[config.mk]
export PLATFORM = sky130hd
export DESIGN_NAME = signed_int_to_padded_decimal_flat
export DESIGN_NICKNAME = d
export VERILOG_FILES = /design/src/rtl/core/sipd_pkg.sv /design/src/rtl/core/sipd_stream_if.sv /design/src/rtl/core/signed_int_to_padded_decimal.sv /design/src/flat_wrapper.sv
export SDC_FILE = /design/constraint.sdc
export NUM_CORES = 1
export LEC_CHECK = 0
export BUFFER_PORTS_ARGS = -buffer_cell sky130_fd_sc_hd__buf_2
export CAP_MARGIN = 0
export CORE_MARGIN = 2
export CORE_UTILIZATION = 45
export CTS_BUF_LIST = sky130_fd_sc_hd__clkbuf_2 sky130_fd_sc_hd__clkbuf_4 sky130_fd_sc_hd__clkbuf_8
export CTS_CLUSTER_SIZE = 24
export DETAILED_ROUTE_END_ITERATION = 8
export PLACE_DENSITY = 0.71
export REMOVE_ABC_BUFFERS = 1
export SLEW_MARGIN = 20
export SYNTH_ARGS = -nofsm -noshare
export SYNTH_HDL_FRONTEND = slang
export SYNTH_SLANG_ARGS = --single-unit
[constraint.sdc]
create_clock -name clk_i -period 7.2 [get_ports clk_i]
set_clock_uncertainty 0.2 [all_clocks]
set_input_delay 0.36 -clock clk_i [delete_from_list [all_inputs] [get_ports clk_i]]
set_output_delay 0.36 -clock clk_i [all_outputs]
set_load 0.1 [all_outputs]
[src/rtl/core/sipd_pkg.sv]
// Shared types, constants and helpers for the signed integer to padded
// decimal converter. No dependencies; used by the interfaces and the top level.
package sipd_pkg;

  // Fixed field widths of the input and output words
  localparam int unsigned VALUE_W = 32;
  localparam int unsigned MINW_W  = 5;
  localparam int unsigned CHAR_W  = 6;

  // Default parameter values for the top level
  localparam int unsigned VALUE_BITS_DEF = 32;
  localparam int unsigned MAX_WIDTH_DEF  = 16;

  // Character codes
  localparam logic [CHAR_W-1:0] CHAR_BLANK = 6'd32;
  localparam logic [CHAR_W-1:0] CHAR_MINUS = 6'd45;
  localparam logic [CHAR_W-1:0] CHAR_ZERO  = 6'd48;
  localparam logic [CHAR_W-1:0] CHAR_NINE  = 6'd57;

  // Powers of ten for the digit subtract unit
  localparam int unsigned POW_W     = 36;
  localparam int unsigned POW_N     = 10;
  localparam int unsigned POW_IDX_W = 4;
  localparam logic [POW_W-1:0] POW10 [POW_N] = '{
    36'd1, 36'd10, 36'd100, 36'd1000, 36'd10000, 36'd100000,
    36'd1000000, 36'd10000000, 36'd100000000, 36'd1000000000
  };

  // Sequencer states
  typedef enum logic [1:0] {
    ST_IDLE,
    ST_CONV,
    ST_EMIT
  } state_e;

  // Number of decimal digits in 2^(bits-1), the largest magnitude
  function automatic int num_digits(input int bits);
    longint unsigned m;
    int n;
    m = 64'd1 << (bits - 1);
    n = 1;
    m = m / 10;
    while (m != 0) begin
      n = n + 1;
      m = m / 10;
    end
    return n;
  endfunction

endpackage

[src/rtl/core/sipd_stream_if.sv]
// Valid/ready stream interfaces for the input and output words.
// Depends on sipd_pkg for field widths.
interface sipd_in_if;
  logic                                 valid;
  logic                                 ready;
  logic signed [sipd_pkg::VALUE_W-1:0]  value;
  logic        [sipd_pkg::MINW_W-1:0]   min_width;

  modport source (output valid, output value, output min_width, input ready);
  modport sink   (input valid, input value, input min_width, output ready);
endinterface

interface sipd_out_if;
  logic                          valid;
  logic                          ready;
  logic [sipd_pkg::CHAR_W-1:0]   char_code;
  logic                          last;

  modport source (output valid, output char_code, output last, input ready);
  modport sink   (input valid, input char_code, input last, output ready);
endinterface

[src/rtl/core/signed_int_to_padded_decimal.sv]
// Signed integer to blank-padded decimal text, one character per output word.
// Depends on sipd_pkg and the stream interfaces in sipd_stream_if.sv.
//
//   channel  dir  word fields           meaning
//   in_i     in   value, min_width      number to convert, minimum field width
//   out_o    out  char_code, last       ASCII character, final-character flag
//
// One number is accepted, then each of its D digits (D is the digit count of
// 2^(VALUE_BITS-1)) is found bit by bit, then max(min(min_width, MAX_WIDTH),
// sign + digits) characters are emitted one per cycle. The digit extraction
// runs one compare-subtract against a scaled power of ten per cycle. in_i is
// ready only while the sequencer idles; a stalled out_o holds the emission.
// Reset clears the sequencer and output valid only; no clearing pass.
module signed_int_to_padded_decimal #(
  parameter int unsigned VALUE_BITS = sipd_pkg::VALUE_BITS_DEF,
  parameter int unsigned MAX_WIDTH  = sipd_pkg::MAX_WIDTH_DEF
) (
  input  logic              clk_i,
  input  logic              rst_ni,
  sipd_in_if.sink           in_i,
  sipd_out_if.source        out_o
);

  localparam int unsigned NdMax = sipd_pkg::num_digits(VALUE_BITS);
  localparam int unsigned DigW  = $clog2(NdMax);
  localparam int unsigned NdW   = $clog2(NdMax + 1);
  localparam int unsigned LenW  = $clog2(MAX_WIDTH + 1);
  localparam int unsigned SubW  = VALUE_BITS + 4;

  sipd_pkg::state_e state_q, state_d;

  logic [VALUE_BITS-1:0] rem_q, rem_d;
  logic                  neg_q, neg_d;
  logic [LenW-1:0]       width_q, width_d;
  logic [DigW-1:0]       k_q, k_d;
  logic [1:0]            b_q, b_d;
  logic [3:0]            dig_q, dig_d;
  logic [NdW-1:0]        nd_q, nd_d;
  logic                  sig_q, sig_d;
  logic [LenW-1:0]       pos_q, pos_d;
  logic [3:0]            digs_q [NdMax];

  logic                      out_valid_q, out_valid_d;
  logic [sipd_pkg::CHAR_W-1:0] out_char_q, out_char_d;
  logic                      out_last_q, out_last_d;

  // Input decode
  logic [VALUE_BITS-1:0] raw;
  logic                  raw_neg;
  logic [VALUE_BITS-1:0] mag_in;
  logic [LenW-1:0]       width_in;
  logic                  in_fire;

  assign raw      = in_i.value[VALUE_BITS-1:0];
  assign raw_neg  = raw[VALUE_BITS-1];
  assign mag_in   = raw_neg ? ((~raw) + {{(VALUE_BITS-1){1'b0}}, 1'b1}) : raw;
  assign width_in = ({1'b0, in_i.min_width} > 6'(MAX_WIDTH)) ? LenW'(MAX_WIDTH)
                                                              : LenW'(in_i.min_width);
  assign in_i.ready = (state_q == sipd_pkg::ST_IDLE);
  assign in_fire    = in_i.valid && in_i.ready;

  // Shared compare-subtract unit: rem - 10^k * 2^b
  logic [sipd_pkg::POW_W-1:0] pow_shift;
  logic [SubW-1:0]            trial;
  logic                       ge;
  logic [3:0]                 dig_new;

  assign pow_shift = sipd_pkg::POW10[sipd_pkg::POW_IDX_W'(k_q)] << b_q;
  assign trial     = {4'b0000, rem_q} - pow_shift[SubW-1:0];
  assign ge        = !trial[SubW-1];

  always_comb begin
    dig_new = dig_q;
    dig_new[b_q] = ge;
  end

  // Emission bookkeeping
  logic [LenW-1:0] textlen;
  logic [LenW-1:0] total;
  logic [LenW-1:0] pad;
  logic [LenW-1:0] didx;
  logic            out_free;

  assign textlen  = LenW'(nd_q) + LenW'(neg_q);
  assign total    = (width_q > textlen) ? width_q : textlen;
  assign pad      = total - textlen;
  assign didx     = total - LenW'(1) - pos_q;
  assign out_free = !out_valid_q || out_o.ready;

  // Sequencer: next state and datapath control
  always_comb begin
    state_d     = state_q;
    rem_d       = rem_q;
    neg_d       = neg_q;
    width_d     = width_q;
    k_d         = k_q;
    b_d         = b_q;
    dig_d       = dig_q;
    nd_d        = nd_q;
    sig_d       = sig_q;
    pos_d       = pos_q;
    out_valid_d = out_valid_q && !out_o.ready;
    out_char_d  = out_char_q;
    out_last_d  = out_last_q;

    case (state_q)
      sipd_pkg::ST_IDLE: begin
        if (in_fire) begin
          rem_d   = mag_in;
          neg_d   = raw_neg;
          width_d = width_in;
          k_d     = DigW'(NdMax - 1);
          b_d     = 2'd3;
          dig_d   = 4'd0;
          nd_d    = NdW'(1);
          sig_d   = 1'b0;
          state_d = sipd_pkg::ST_CONV;
        end
      end
      sipd_pkg::ST_CONV: begin
        // Keep the remainder when the scaled power fits
        if (ge) begin
          rem_d = trial[VALUE_BITS-1:0];
        end
        dig_d = dig_new;
        if (b_q == 2'd0) begin
          // Digit done: note the most significant nonzero digit
          if (dig_new != 4'd0 && !sig_q) begin
            sig_d = 1'b1;
            nd_d  = NdW'(k_q) + NdW'(1);
          end
          dig_d = 4'd0;
          b_d   = 2'd3;
          if (k_q == DigW'(0)) begin
            pos_d   = LenW'(0);
            state_d = sipd_pkg::ST_EMIT;
          end else begin
            k_d = k_q - DigW'(1);
          end
        end else begin
          b_d = b_q - 2'd1;
        end
      end
      sipd_pkg::ST_EMIT: begin
        // Load the next character once the output register frees up
        if (out_free) begin
          out_valid_d = 1'b1;
          if (pos_q < pad) begin
            out_char_d = sipd_pkg::CHAR_BLANK;
          end else if (neg_q && pos_q == pad) begin
            out_char_d = sipd_pkg::CHAR_MINUS;
          end else begin
            out_char_d = sipd_pkg::CHAR_ZERO + {2'b00, digs_q[didx[DigW-1:0]]};
          end
          out_last_d = (pos_q == total - LenW'(1));
          if (pos_q == total - LenW'(1)) begin
            state_d = sipd_pkg::ST_IDLE;
          end else begin
            pos_d = pos_q + LenW'(1);
          end
        end
      end
      default: begin
        state_d = sipd_pkg::ST_IDLE;
      end
    endcase
  end

  // Control registers
  always_ff @(posedge clk_i or negedge rst_ni) begin
    if (!rst_ni) begin
      state_q     <= sipd_pkg::ST_IDLE;
      out_valid_q <= 1'b0;
    end else begin
      state_q     <= state_d;
      out_valid_q <= out_valid_d;
    end
  end

  // Datapath registers
  always_ff @(posedge clk_i) begin
    rem_q      <= rem_d;
    neg_q      <= neg_d;
    width_q    <= width_d;
    k_q        <= k_d;
    b_q        <= b_d;
    dig_q      <= dig_d;
    nd_q       <= nd_d;
    sig_q      <= sig_d;
    pos_q      <= pos_d;
    out_char_q <= out_char_d;
    out_last_q <= out_last_d;
  end

  // Store each finished digit at its decimal position
  always_ff @(posedge clk_i) begin
    if (state_q == sipd_pkg::ST_CONV && b_q == 2'd0) begin
      digs_q[k_q] <= dig_new;
    end
  end

  assign out_o.valid     = out_valid_q;
  assign out_o.char_code = out_char_q;
  assign out_o.last      = out_last_q;

  // Checks
  a_nd_range: assert property (@(posedge clk_i) disable iff (!rst_ni)
    (state_q == sipd_pkg::ST_EMIT) |-> (nd_q >= NdW'(1) && nd_q <= NdW'(NdMax)))
    else $error("digit count out of range during emission");

  a_char_range: assert property (@(posedge clk_i) disable iff (!rst_ni)
    out_valid_q |-> (out_char_q == sipd_pkg::CHAR_BLANK ||
                     out_char_q == sipd_pkg::CHAR_MINUS ||
                     (out_char_q >= sipd_pkg::CHAR_ZERO &&
                      out_char_q <= sipd_pkg::CHAR_NINE)))
    else $error("output character outside the blank, minus and digit codes");

  a_out_hold: assert property (@(posedge clk_i) disable iff (!rst_ni)
    (out_valid_q && !out_o.ready) |=>
      (out_valid_q && $stable(out_char_q) && $stable(out_last_q)))
    else $error("stalled output word changed before it was taken");

  a_accept_conv: assert property (@(posedge clk_i) disable iff (!rst_ni)
    in_fire |=> (state_q == sipd_pkg::ST_CONV && k_q == DigW'(NdMax - 1)))
    else $error("accepted word did not start digit extraction");

endmodule
[src/flat_wrapper.sv]
// flat-port wrapper written by rule: the top's interface ports become plain ports
module signed_int_to_padded_decimal_flat 
#(
  parameter int unsigned VALUE_BITS = sipd_pkg::VALUE_BITS_DEF,
  parameter int unsigned MAX_WIDTH  = sipd_pkg::MAX_WIDTH_DEF
)
  (clk_i, rst_ni, in_i_valid, in_i_value, in_i_min_width, in_i_ready, out_o_valid, out_o_char_code, out_o_last, out_o_ready);
  sipd_in_if in_i_i ();
  sipd_out_if out_o_i ();
  input  logic clk_i;
  input  logic rst_ni;
  input wire logic [$bits(in_i_i.valid)-1:0] in_i_valid;
  input wire logic [$bits(in_i_i.value)-1:0] in_i_value;
  input wire logic [$bits(in_i_i.min_width)-1:0] in_i_min_width;
  output wire logic [$bits(in_i_i.ready)-1:0] in_i_ready;
  output wire logic [$bits(out_o_i.valid)-1:0] out_o_valid;
  output wire logic [$bits(out_o_i.char_code)-1:0] out_o_char_code;
  output wire logic [$bits(out_o_i.last)-1:0] out_o_last;
  input wire logic [$bits(out_o_i.ready)-1:0] out_o_ready;
  assign in_i_i.valid = in_i_valid;
  assign in_i_i.value = in_i_value;
  assign in_i_i.min_width = in_i_min_width;
  assign in_i_ready = in_i_i.ready;
  assign out_o_valid = out_o_i.valid;
  assign out_o_char_code = out_o_i.char_code;
  assign out_o_last = out_o_i.last;
  assign out_o_i.ready = out_o_ready;
  signed_int_to_padded_decimal #(.VALUE_BITS(VALUE_BITS), .MAX_WIDTH(MAX_WIDTH)) u_core (.clk_i(clk_i), .rst_ni(rst_ni), .in_i(in_i_i), .out_o(out_o_i));
endmodule
## Word level (Yosys, flattened, before mapping)

Memory sizes are Yosys's and may differ from the RTL's.
Index checks and enable logic that the tools add are counted.

- Add/sub/neg operators: 11
- Magnitude comparators: 6
- Equality and inequality tests: 13
- Shift operators: 1
- Multiplexer cells: 44
- Bitwise logic cells: 2
- Reductions and logical operators: 26

Operators by type and width:

| operator | number |
|---|---|
| $mux W32 | 3 |
| $mux W36 | 2 |
| $pmux W32 S2 | 1 |
| $mux W4 | 9 |
| $shl A36 B2 Y36 | 1 |
| $sub A32 B36 Y36 | 1 |
| $add A32 B1 Y32 const B | 1 |
| $not A32 Y32 | 1 |
| $mux W5 | 5 |
| $pmux W4 S2 | 3 |
| $mux W2 | 7 |
| $eq A5 B5 Y1 | 2 |
| $ne A2 B2 Y1 const B | 5 |
| $pmux W5 S2 | 1 |
| $reduce_and A5 Y1 | 2 |
| $mux W1 | 8 |
| $ne A2 B1 Y1 const B | 4 |
| $reduce_and A4 Y1 | 2 |
| $add A5 B5 Y6 const A | 1 |
| $logic_and A1 B1 Y1 | 6 |
| $pmux W2 S3 | 1 |
| $reduce_and A2 Y1 | 3 |
| $add A4 B1 Y5 | 1 |
| $add A5 B1 Y5 const B | 1 |
| other kinds (27) | 32 |

- Flip-flop bits (word level): 68
- RAM bits: 40
- Bits in read-only memories: 576
- Input bits: 41
- Output and inout bits: 9
- Word-level logic and storage cells: 119
- Memories kept: 2

Memory list:

| name | depth | width | rd ports | clocked after memory_dff | wr ports | line | source |
|---|---|---|---|---|---|---|---|
| (no name shown) | 16 | 36 | 1 | 0 | 0 | signed_int_to_padded_decimal.sv:68 | `assign pow_shift = sipd_pkg::POW10[sipd_pkg::POW_IDX_W'(k_q)] << b_q;` |
| u_core.digs_q | 10 | 4 | 1 | 0 | 1 | signed_int_to_padded_decimal.sv:41 | `logic [3:0] digs_q [NdMax];` |

## Logic depth before layout (Yosys ltp)

- Depth after elaboration: 13
- Mapped depth: 22
- Mapped depth without buffers: 21

## Worst setup path after synthesis

Ideal clock, no wire load.

- Path kind: flip-flop to flip-flop
- Start point: register u_core.k_q[0]
- End point: register u_core.rem_q[0], enable pin
- Setup time: 0.421 ns
- Data arrival time: 5.415 ns
- Data required time: 6.579 ns
- Setup slack: 1.164 ns
- Cell stages (with the launch flop): 21
- Buffers on the path: 3
- Period minus slack after synthesis: 6.036 ns
- Path through: edfxtp_1 -> clkbuf_1 -> inv_1 -> ha_1 -> clkbuf_1 -> nand2_1 -> nand2_1 -> a21oi_1 -> o21a_1 -> mux2_2 -> ha_1 -> clkbuf_1 -> nand3_1 -> nor3_1 -> o311ai_0 -> nand3_1 -> a31oi_1 -> o31a_1 -> o31ai_2 -> nor2b_1 -> nor2_1

- Longest elaborated chain between the ends: 8

RTL lines:

| what | line | source |
|---|---|---|
| start, declared | signed_int_to_padded_decimal.sv:35 | `logic [DigW-1:0] k_q, k_d;` |
| start signal, assigned | signed_int_to_padded_decimal.sv:185 | `k_q <= k_d;` |
| $not A4 Y5 (implied by the code) | signed_int_to_padded_decimal.sv:68 |  |
| $mem_v2 Z16 W36 | n/a |  |
| $mux W36 (implied by the code) (2 in series) | signed_int_to_padded_decimal.sv:68 |  |
| $shl A36 B2 Y36 | signed_int_to_padded_decimal.sv:68 |  |
| $sub A32 B36 Y36 | signed_int_to_padded_decimal.sv:69 | `assign trial = {4'b0000, rem_q} - pow_shift[SubW-1:0];` |
| $ne A2 B2 Y1 (no source line) | n/a |  |
| $reduce_and A3 Y1 (no source line) | n/a |  |
| end signal, assigned | signed_int_to_padded_decimal.sv:182 | `rem_q <= rem_d;` |
| end, declared | signed_int_to_padded_decimal.sv:32 | `logic [VALUE_BITS-1:0] rem_q, rem_d;` |

No other way between the ends. The select of a mux whose other input is x is not followed.
A chain may end at the register's enable or synchronous reset.

## Worst setup path after layout

- Start point: register u_core.k_q[0]
- End point: register u_core.nd_q[3], enable pin

- Longest elaborated chain between the ends: 12

RTL lines:

| what | line | source |
|---|---|---|
| $not A4 Y5 (implied by the code) | signed_int_to_padded_decimal.sv:68 |  |
| $mem_v2 Z16 W36 | n/a |  |
| $mux W36 (implied by the code) (2 in series) | signed_int_to_padded_decimal.sv:68 |  |
| $shl A36 B2 Y36 | signed_int_to_padded_decimal.sv:68 |  |
| $sub A32 B36 Y36 | signed_int_to_padded_decimal.sv:69 |  |
| $logic_not A1 Y1 | signed_int_to_padded_decimal.sv:70 | `assign ge = !trial[SubW-1];` |
| $bwmux W4 | signed_int_to_padded_decimal.sv:74 | `dig_new[b_q] = ge;` |
| $reduce_bool A4 Y1 | signed_int_to_padded_decimal.sv:128 | `if (dig_new != 4'd0 && !sig_q) begin` |
| $logic_and A1 B1 Y1 | signed_int_to_padded_decimal.sv:128 |  |
| $ne A2 B1 Y1 (no source line) | n/a |  |
| $reduce_and A4 Y1 (no source line) | n/a |  |
| end signal, assigned | signed_int_to_padded_decimal.sv:188 | `nd_q <= nd_d;` |
| end, declared | signed_int_to_padded_decimal.sv:38 | `logic [NdW-1:0] nd_q, nd_d;` |

No other way between the ends. The select of a mux whose other input is x is not followed.

==> summary by stage <==
Pwr
Summed over all nets, the switching power comes to about 260 µW. The internal portion of the total power is 826 µW. Of the total power, the clock network draws 0.336. The switching part of the total power is 0.237. The worst vdd rail ir drop is 0.0809 mV. In this run the power density over the cells is 122 mW/mm². Of the total power, combinational logic draws 0.044.

The sequential share of power is 0.620. After layout, the design draws a total of 1.08 mW. Summed over all cells, the static leakage comes to 3.60 nW.

Synthesis
The share of async-settable or async-resettable flops after synthesis is 0.0280. The number of instances in the synthesized netlist is roughly 860. Yosys printed 0 warnings. Each instance of the synthesized netlist takes up on average between 9 and 10 µm². The commonest register cell after synthesis is sky130_fd_sc_hd__edfxtp_1. The sequential fraction of the synthesis area is 0.387. The number of enable flip-flop cells after synthesis is 104. The synthesized design contains 107 register bits. The post-synth design cell area is ~0.0083 mm².

The number of library cell types mapped by synthesis is 59.

Final layout
The final layout net count is between 900 and 1,000. At the end of the flow the core is filled with cells to 0.494. The finished cells cover approximately 0.0089 mm².

Fill cells in the final layout number 1,712. The multi-input logic area is 0.00478 mm². Leaving out fill and tap cells, the most frequent cell in the layout is sky130_fd_sc_hd__edfxtp_1.

The ratio of cells with drive above 1 in the final layout is 0.107. 0 antenna diodes ended up in the layout. The area used by sequential logic in the layout is 0.00320 mm². From synthesis to final layout, the design area changed by 7.64%. Leaving out fill and tap cells, the most frequent cells in the layout are sky130_fd_sc_hd__edfxtp_1, sky130_fd_sc_hd__a21oi_1, sky130_fd_sc_hd__ha_1, sky130_fd_sc_hd__nand2_1, sky130_fd_sc_hd__nor2_1.

Placed design
The total placed instance area is 0.00870 mm². The worst setup slack after placement is 1.20 ns. Buffers placed on the I/O ports in this run total 48. The half-perimeter wire length after placement is between 10,000 and 15,000 µm. At the end of routability-driven placement, the weighted congestion stood at 0.878.

Critical path
Among all stages on the critical path, the largest delay is contributed by sky130_fd_sc_hd__a221oi_1. In this run the worst path has a maximum fanout of 20. The signal on the critical path passes through inv_1 > ha_1 > nand2_1 > nand2_1 > a21oi_1 > o21a_1 > mux2_2 > ha_1 > nand3_1 > nor3_1 > o311ai_0 > nand3_1 > a31oi_1 > o31a_1 > o31ai_2 > o41ai_1 > a221oi_1. The nature of the critical path endpoint is a register. In this design, the stage delay of the slowest critical-path cell is 0.74 ns.

The critical path startpoint is u_core.k_q[0]$_SDFFCE_PN1P_. The worst register-to-register path begins at u_core.k_q[0]$_SDFFCE_PN1P_. The critical path start-end classification is reg2reg. The element type at the critical path start is a register. The data arrival time of the critical path is 5.90 ns. For the worst setup path, the data required time is approximately 7.0 ns.

STA
After routing, the total negative slack on setup checks comes to 0 ns. The shortest clock period the worst path allows after layout is 6.06 ns. The final clock period utilization by the worst path is 0.841. For the pin with the worst max-slew slack, the measured transition is between 0.8 and 0.9 ns. Setup violations remaining at the end of the flow were counted as 0.

Setup repair after global routing left no endpoint under its margin. The maximum clock rate is approximately 0.17 GHz. The final count of pins violating max slew is 0. Measured against its own limit, the worst slew margin works out to 0.465.

Setup slack closes at 1.14 ns. The final count of hold timing violations is 0.

Clock network
The clock network latency to the later pin of the worst-skew pair is around 0.4 ns. The clock tree synthesis step divided the H-tree into 3 levels. The number of buffers created by CTS is 9. The clock sink count is 107. The clock tree from TritonCTS is built. The cell sitting at the root of the clock tree is a sky130_fd_sc_hd__clkbuf_8. The number of resized instances in the post-cts repair step is 0. No sink is reached through more buffers than the 2 on the longest clock path.

After clock tree synthesis, the clock-pin slew on the worst setup and hold paths is 0.11 ns.

Global route
The number of antenna violations at the first check in global routing came to 0. For this run, the total global-route usage over all layers was measured as 0.183. Entering global routing, the biggest net connects 80 pins. For this run the aggregate overflow at the end of global routing stands at 0. The first global-routing pass estimated 29,100 µm of wire. The via count of the first global-routing pass is about 6,000.

Routing
The per-cell via count in the routed design is 5.67. Summed over all layers, the routed wires come to 17,500 µm. After detailed routing, the number of remaining DRC violations is 0. The number of detailed-routing iterations run before antenna repair is 5.

The number of violations reported at the end of detailed-routing iteration 0 is 444. The remaining number of nets flagged by the antenna check after routing is 0. The vias after detailed routing is 6,323. The final routed wire length divided by cell count is between 15 and 20 µm.

Floorplan
The floorplan die height is 140 µm. The floorplan core area is 0.0180 mm². The chip width is 140 µm. The overall die area is slightly below 0.02 mm².

In this run the count of I/O pins placed on the die edge is 50. The initial core utilization is 0.459. In this run the core area contains 49 standard-cell rows.

Run
The max-capacitance violation count is 0.

Worst hold path
The source of the worst hold timing path is in_i_min_width[2]. The path category of the worst min-delay check is in2reg.

Outcome
The flow ran to the end, and the final reports show no timing, DRC or antenna violations.
==> layer usage <==
layer  vias to the layer above  global-route usage  part of all wire
met1                      2978               0.237              0.46
li1                       3184                   -                 -
met3                        22              0.0351             0.037
met4                         0              0.0468             0.016
met2                       139               0.316              0.49
met5                         -                   0                 0
==> worst paths after layout <==
check / to / slack (ns) / cells past startpoint
max: u_core.nd_q[3]$_SDFFCE_PN0P_ / 1.14 / 17
min: u_core.width_q[2]$_SDFFCE_PN0P_ / 0.04 / 2
max reg2reg: u_core.nd_q[3]$_SDFFCE_PN0P_ / 1.14 / 17
min reg2reg: u_core.out_o.valid$_DFF_PN0_ / 0.35 / 2
max in group asynchronous: u_core.state_q[0]$_DFFE_PN0P_ / 6.63 / 2
min in group asynchronous: u_core.out_o.valid$_DFF_PN0_ / 0.07 / 2
==> metrics by stage <==
step	hold slack, ns	cells
final	0.0444	1116
after global routing	0.0245	1116
after CTS	0.0282	1116
after detailed placement	-0.0401	1099
after global placement	-0.0396	1099
after floorplan	-0.136	815
==> cell usage after synthesis, types with 13 or more instances <==
master                     number  area share
sky130_fd_sc_hd__nand2b_1      18       0.014
sky130_fd_sc_hd__inv_1         37       0.017
sky130_fd_sc_hd__o21ai_0       49       0.030
sky130_fd_sc_hd__edfxtp_1     104        0.38
sky130_fd_sc_hd__a21oi_1       82       0.050
sky130_fd_sc_hd__ha_1          70        0.11
sky130_fd_sc_hd__mux2i_1       20       0.024
sky130_fd_sc_hd__xnor2_1       36       0.038
sky130_fd_sc_hd__xor2_1        39       0.041
sky130_fd_sc_hd__clkbuf_1      28       0.013
sky130_fd_sc_hd__nand2_1       68       0.031
sky130_fd_sc_hd__nand3_1       17       0.010
sky130_fd_sc_hd__a21o_1        21       0.019
sky130_fd_sc_hd__nor2_1        65       0.029
sky130_fd_sc_hd__nor3_1        13      0.0079
sky130_fd_sc_hd__nor2b_1       19       0.014
sky130_fd_sc_hd__and3_1        16       0.012
==> cell type report <==
cell class              instances  share of cell area
well taps                     229              0.0322
clock buffers                   9              0.0139
repair buffers                 57              0.0351
clock inverters                 6             0.00674
multi-input cells             669               0.536
flip-flops and latches        107               0.359
inverters                      39              0.0164
==> power groups by stage <==
stage	sequential, mW	combinational, mW	clock [mW]
floorplan	0.686	0.0249	0
global placement	0.686	0.0463	0
detailed placement	0.686	0.0474	0
CTS	0.672	0.0483	0.373
global route	0.672	0.0538	0.394
finish	0.672	0.0477	0.363
==> what timing repair did <==
| item | 4_1_cts | 5_1_grt |
|---|---|---|
| hold buffers | 2 | 0 |
| hold endpoints to repair | 4 | 0 |
| buffers inserted | 0 | 0 |
| setup endpoints to repair | 0 | 0 |
==> critical path: cells and delay by family, from the launching register on <==
kind                     cells  cell delay (ns)
AO/OA/AOI/OAI                8             2.44
flip-flops                   1             0.70
buffers and inverters        1             0.36
adder cells (fa/ha/maj)      2             0.86
multiplexers                 1             0.27
AND/OR/NAND/NOR              5             0.85
==> cell families (layout without fill, tap and decap cells) <==
logic type	after synthesis	after routing	synth area share
AO/OA/AOI/OAI	232	232	0.178
XOR/XNOR	75	75	0.0794
adder cells (fa/ha/maj)	73	73	0.113
buffers and inverters	79	111	0.0366
flip-flops	107	107	0.387
multiplexers	35	35	0.0569
other	1	1	0.000453
AND/OR/NAND/NOR	253	253	0.149
==> registers in the layout (all words and copies together) (netlist names), 4 cells and up <==
| name | count |
|---|---|
| u_core.digs_q | 40 |
| u_core.rem_q | 32 |
| u_core.out_o.char_code | 5 |
| u_core.pos_q | 5 |
| u_core.width_q | 5 |
| u_core.dig_q | 4 |
| u_core.k_q | 4 |
| u_core.nd_q | 4 |
No activity file was read; power rests on OpenSTA's default activity.
